File: src/rtl/evs_pkg.sv
`timescale 1ns / 1ps
// ----------------------------------------------------------------------------
// evs_pkg
// Shared types and constants for the epoch-stamped visited set.
// ----------------------------------------------------------------------------
package evs_pkg;

	// field widths
	localparam int KIND_W  = 2;
	localparam int INDEX_W = 10;
	localparam int COUNT_W = 11;
	localparam int EPOCH_W = 32;

	// defaults
	localparam int MAX_OBJECTS_DEF = 1024;
	localparam logic [COUNT_W-1:0] COUNT_RESET = 11'd1024;
	localparam logic [EPOCH_W-1:0] EPOCH_LAST  = 32'hFFFF_FFFF;
	localparam logic [EPOCH_W-1:0] EPOCH_FIRST = 32'h0000_0001;

	// operation codes
	localparam logic [KIND_W-1:0] KIND_PASS  = 2'd0;
	localparam logic [KIND_W-1:0] KIND_VISIT = 2'd1;
	localparam logic [KIND_W-1:0] KIND_QUERY = 2'd2;

	typedef struct packed {
		logic [KIND_W-1:0]  kind;
		logic [INDEX_W-1:0] index;
	} evs_req_t;

	typedef struct packed {
		logic flag;
		logic out_of_range;
	} evs_rsp_t;

endpackage

File: src/rtl/evs_clear_ctl.sv
`timescale 1ns / 1ps
// ----------------------------------------------------------------------------
// evs_clear_ctl
// Clearing sweep: walks every stamp address once, one entry per cycle.
// Runs after reset and whenever start is pulsed.
// ----------------------------------------------------------------------------
module evs_clear_ctl
	import evs_pkg::*;
#(
	parameter int DEPTH = MAX_OBJECTS_DEF,
	localparam int AW = $clog2(DEPTH)
) (
	input  logic          clk,
	input  logic          arst_n,
	input  logic          start,
	output logic          busy,
	output logic [AW-1:0] addr
);

	localparam logic [AW-1:0] LAST_ADDR = AW'(DEPTH - 1);

	logic          busy_q;
	logic [AW-1:0] addr_q;

	// sweep counter; a new start restarts from entry zero
	always_ff @(posedge clk or negedge arst_n) begin
		if (!arst_n) begin
			busy_q <= 1'b1;
			addr_q <= '0;
		end else if (start) begin
			busy_q <= 1'b1;
			addr_q <= '0;
		end else if (busy_q) begin
			if (addr_q == LAST_ADDR) begin
				busy_q <= 1'b0;
				addr_q <= '0;
			end else begin
				addr_q <= addr_q + AW'(1);
			end
		end
	end

	assign busy = busy_q;
	assign addr = addr_q;

endmodule

File: config.mk
export PLATFORM = sky130hd
export DESIGN_NAME = evs_clear_ctl
export DESIGN_NICKNAME = d
export VERILOG_FILES = /design/src/rtl/evs_pkg.sv /design/src/rtl/evs_clear_ctl.sv
export SDC_FILE = /design/constraint.sdc
export NUM_CORES = 1
export LEC_CHECK = 0
export ABC_AREA = 1
export BUFFER_PORTS_ARGS = -buffer_cell sky130_fd_sc_hd__clkbuf_2
export CAP_MARGIN = 20
export CORE_MARGIN = 3
export CORE_UTILIZATION = 40
export DETAILED_ROUTE_END_ITERATION = 16
export PLACE_DENSITY = 0.71
export SKIP_CTS_REPAIR_TIMING = 1
export SYNTH_ARGS = -nofsm -noshare
export SYNTH_HDL_FRONTEND = slang
export SYNTH_SLANG_ARGS = --single-unit
File: constraint.sdc
create_clock -name clk -period 3.4 [get_ports clk]
set_input_delay 0.17 -clock clk [delete_from_list [all_inputs] [get_ports clk]]
set_output_delay 0.17 -clock clk [all_outputs]
set_load 0.005 [all_outputs]
==> impl_metrics.toml <==
[die]
core_area_mm2 = 0.00140
start_util = 0.458
die_w_um = 46.0
num_io_pins = 14
rows = 13
die_y_um = 46.0
dieArea_mm2 = 0.00212

[timing]
slew_headroom = 0.768
rsz0062_at_grt = "no"
max_freq_mhz = 725
setup-violations-final = 0
fin_ws_ns = 2.02
fin_crit_ns = 1.38
final.setup.tns_ns = 0
final_max_slew_viol_count = 0
period_share = 0.406
worst_pin_slew_ns = 0.348
final_hold_viol_count = 0
hold_slack_ns = 0.193
fin_skew_ns = 0.00295

[route]
wl_um = 1380
drt_iter0_markers = 12
viasPerCell = 4.97
drt-pass1-iter-count = 4
ant_nets = 0
dr_total_vias = 582
drc = 0
wire_per_inst_um = 11.8

[yosys]
yosysUniqueCellTypes = 18
yosysWarnings = 0
ys_seq_elements = 11
postSynthCellCount = 84
yosys-top-cells-area = "dfrtp_1 39%, nand2_1 13%, nor2_2 6.8%, inv_1 6.4%, dfstp_2 4.1%"
synth_nets = 88
synth_top_area_frac = 0.391
ys_seq_area_frac = 0.432
synth_area_per_cell_um2 = 7.63
synth_top_area_cell = "dfrtp_1"
netlist_area_um2 = 641

[global_routing]
grt.overflow.total = 0
grt_max_degree = 12
grtUsageMet1 = 0.185
grt.total_usage = 0.149
first_global_vias = 509
grt_first_pass_wirelength_um = 2220
met3_usage = 0.0593
antenna_found_initial = 0
met2_usage = 0.239
grt.busiest_layer = "met2"

[clock_network]
cts.htree.levels = 1
max-clock-path-buffers = 2
clk-insertion-delay-late_ns = 0.27
cts_buffers = 3
cts_tree = "done"
clock_sinks = 11
clk_pin_slew_ns = 0.07
cts_root_buf = "clkbuf_4"

[critical_path]
r2r.worst_path.cells = 6
end_kind = "register"
r2r_start = "addr[0]"
slowest_stage = "dfrtp_1"
path_max_fanout = 7
r2r-end = "addr[2]"
cp_common_cell = "nand3_2"
max_stage_delay_ns = 0.44
crit_family = "simple AND/OR/NAND/NOR gates"
path_buf_inv = 0
cp_cell_sequence = "ha_1 > nand2_1 > nor2_2 > nand3_2 > nand3_2 > o21ai_0"
crit_arrival_ns = 1.53
required_ns = 3.55
rrSetupSlack_ns = 2.02
startpoint_type = "register"
critPathKind = "register to register"

[final_layout]
layout-drive-gt1-share = 0.294
diodes = 0
final_common_cell = "nand2_1"
fillers = 148
nets = 107
syn2layout_area_growth_pct = 18.8
final_cell_mix = "23 x nand2_1, 13 x clkbuf_2, 11 x inv_1, 10 x dfrtp_1"

[placement]
gp_congestion = 0.832
dp.final_hpwl_um = 1040
pre_cts_ws_ns = 2.02
io_buffers = 13

[pwr]
ir_worst_vdd_v = 0.000206
cellLeakagePower_nw = 0.366
p_per_area_mw_per_mm2 = 437

[min_path]
min_delay_path_depth = 4
min_from = "start"
min_to = "addr[8]"
hold_class = "input port to register"

[run_status]
status = "finished clean"

[job]
drv_cap = 0
registers in the layout, summed over array words and instances (netlist names):
name / flops
addr: 10
busy: 1
cell families after synthesis:
logic type / count (synthesis) / share of synthesized area
AND/OR/NAND/NOR: 46 / 0.336
buffers and inverters: 11 / 0.0645
flip-flops: 11 / 0.432
adder cells (fa/ha/maj): 1 / 0.0195
XOR/XNOR: 3 / 0.0410
AO/OA/AOI/OAI: 12 / 0.107
metal layers:
metal / routed length (um) / up-vias
met5: 0 / -
met1: 663 / 260
met3: 83 / 2
met4: 8 / 0
li1: - / 305
met2: 625 / 15
synthesized netlist by cell type:
| master | number |
|---|---|
| a21oi_1 | 1 |
| a31oi_1 | 2 |
| dfrtp_1 | 10 |
| dfstp_2 | 1 |
| ha_1 | 1 |
| inv_1 | 11 |
| nand2_1 | 23 |
| nand2_2 | 3 |
| nand3_1 | 4 |
| nand3_2 | 2 |
| nor2_1 | 7 |
| nor2_2 | 7 |
| o21ai_0 | 4 |
| o21ai_1 | 2 |
| o21ai_2 | 1 |
| o22ai_1 | 2 |
| xnor2_1 | 1 |
| xor2_1 | 2 |
worst register-to-register path, cell delays in order, from the launching register on:
cell	delay (ns)
dfrtp_1	0.44
ha_1	0.23
nand2_1	0.08
nor2_2	0.14
nand3_2	0.12
nand3_2	0.16
o21ai_0	0.11
power by group:
| part | internal (mW) | total [mW] | leakage [nW] | switching [mW] |
|---|---|---|---|---|
| Combinational | 0.0332 | 0.0714 | 0.204 | 0.0382 |
| Clock | 0.0454 | 0.0899 | 0.0150 | 0.0444 |
| Sequential | 0.147 | 0.171 | 0.147 | 0.0238 |
| Total | 0.226 | 0.332 | 0.366 | 0.107 |
layout make-up:
type                    count  area, um^2  share of cell area
clock buffers               4        26.3              0.0345
inverters                  11        41.3              0.0543
multi-input cells          62         323               0.424
flip-flops and latches     11         277               0.363
well taps                  15        18.8              0.0247
repair buffers             14        75.1              0.0987
metrics by stage:
stage	total power, mW	cells	util	instance area [um^2]
floorplan	0.210	84	-	641
finish	0.332	117	0.544	761
detailed placement	0.243	112	0.518	724
global placement	0.239	112	0.518	724
CTS	0.334	116	0.537	751
global route	0.354	117	0.544	761
worst max path at each step:
stage                 start       to  slack, ns  cells after the start
floorplan           addr[0]  addr[7]       2.14                      8
global placement    addr[0]  addr[9]       2.09                      6
detailed placement  addr[0]  addr[2]       2.02                      6
CTS                 addr[0]  addr[2]       2.01                      6
global route        addr[0]  addr[6]       1.81                      6
finish              addr[0]  addr[2]       2.02                      6
Power figures use the tool's default switching activity.
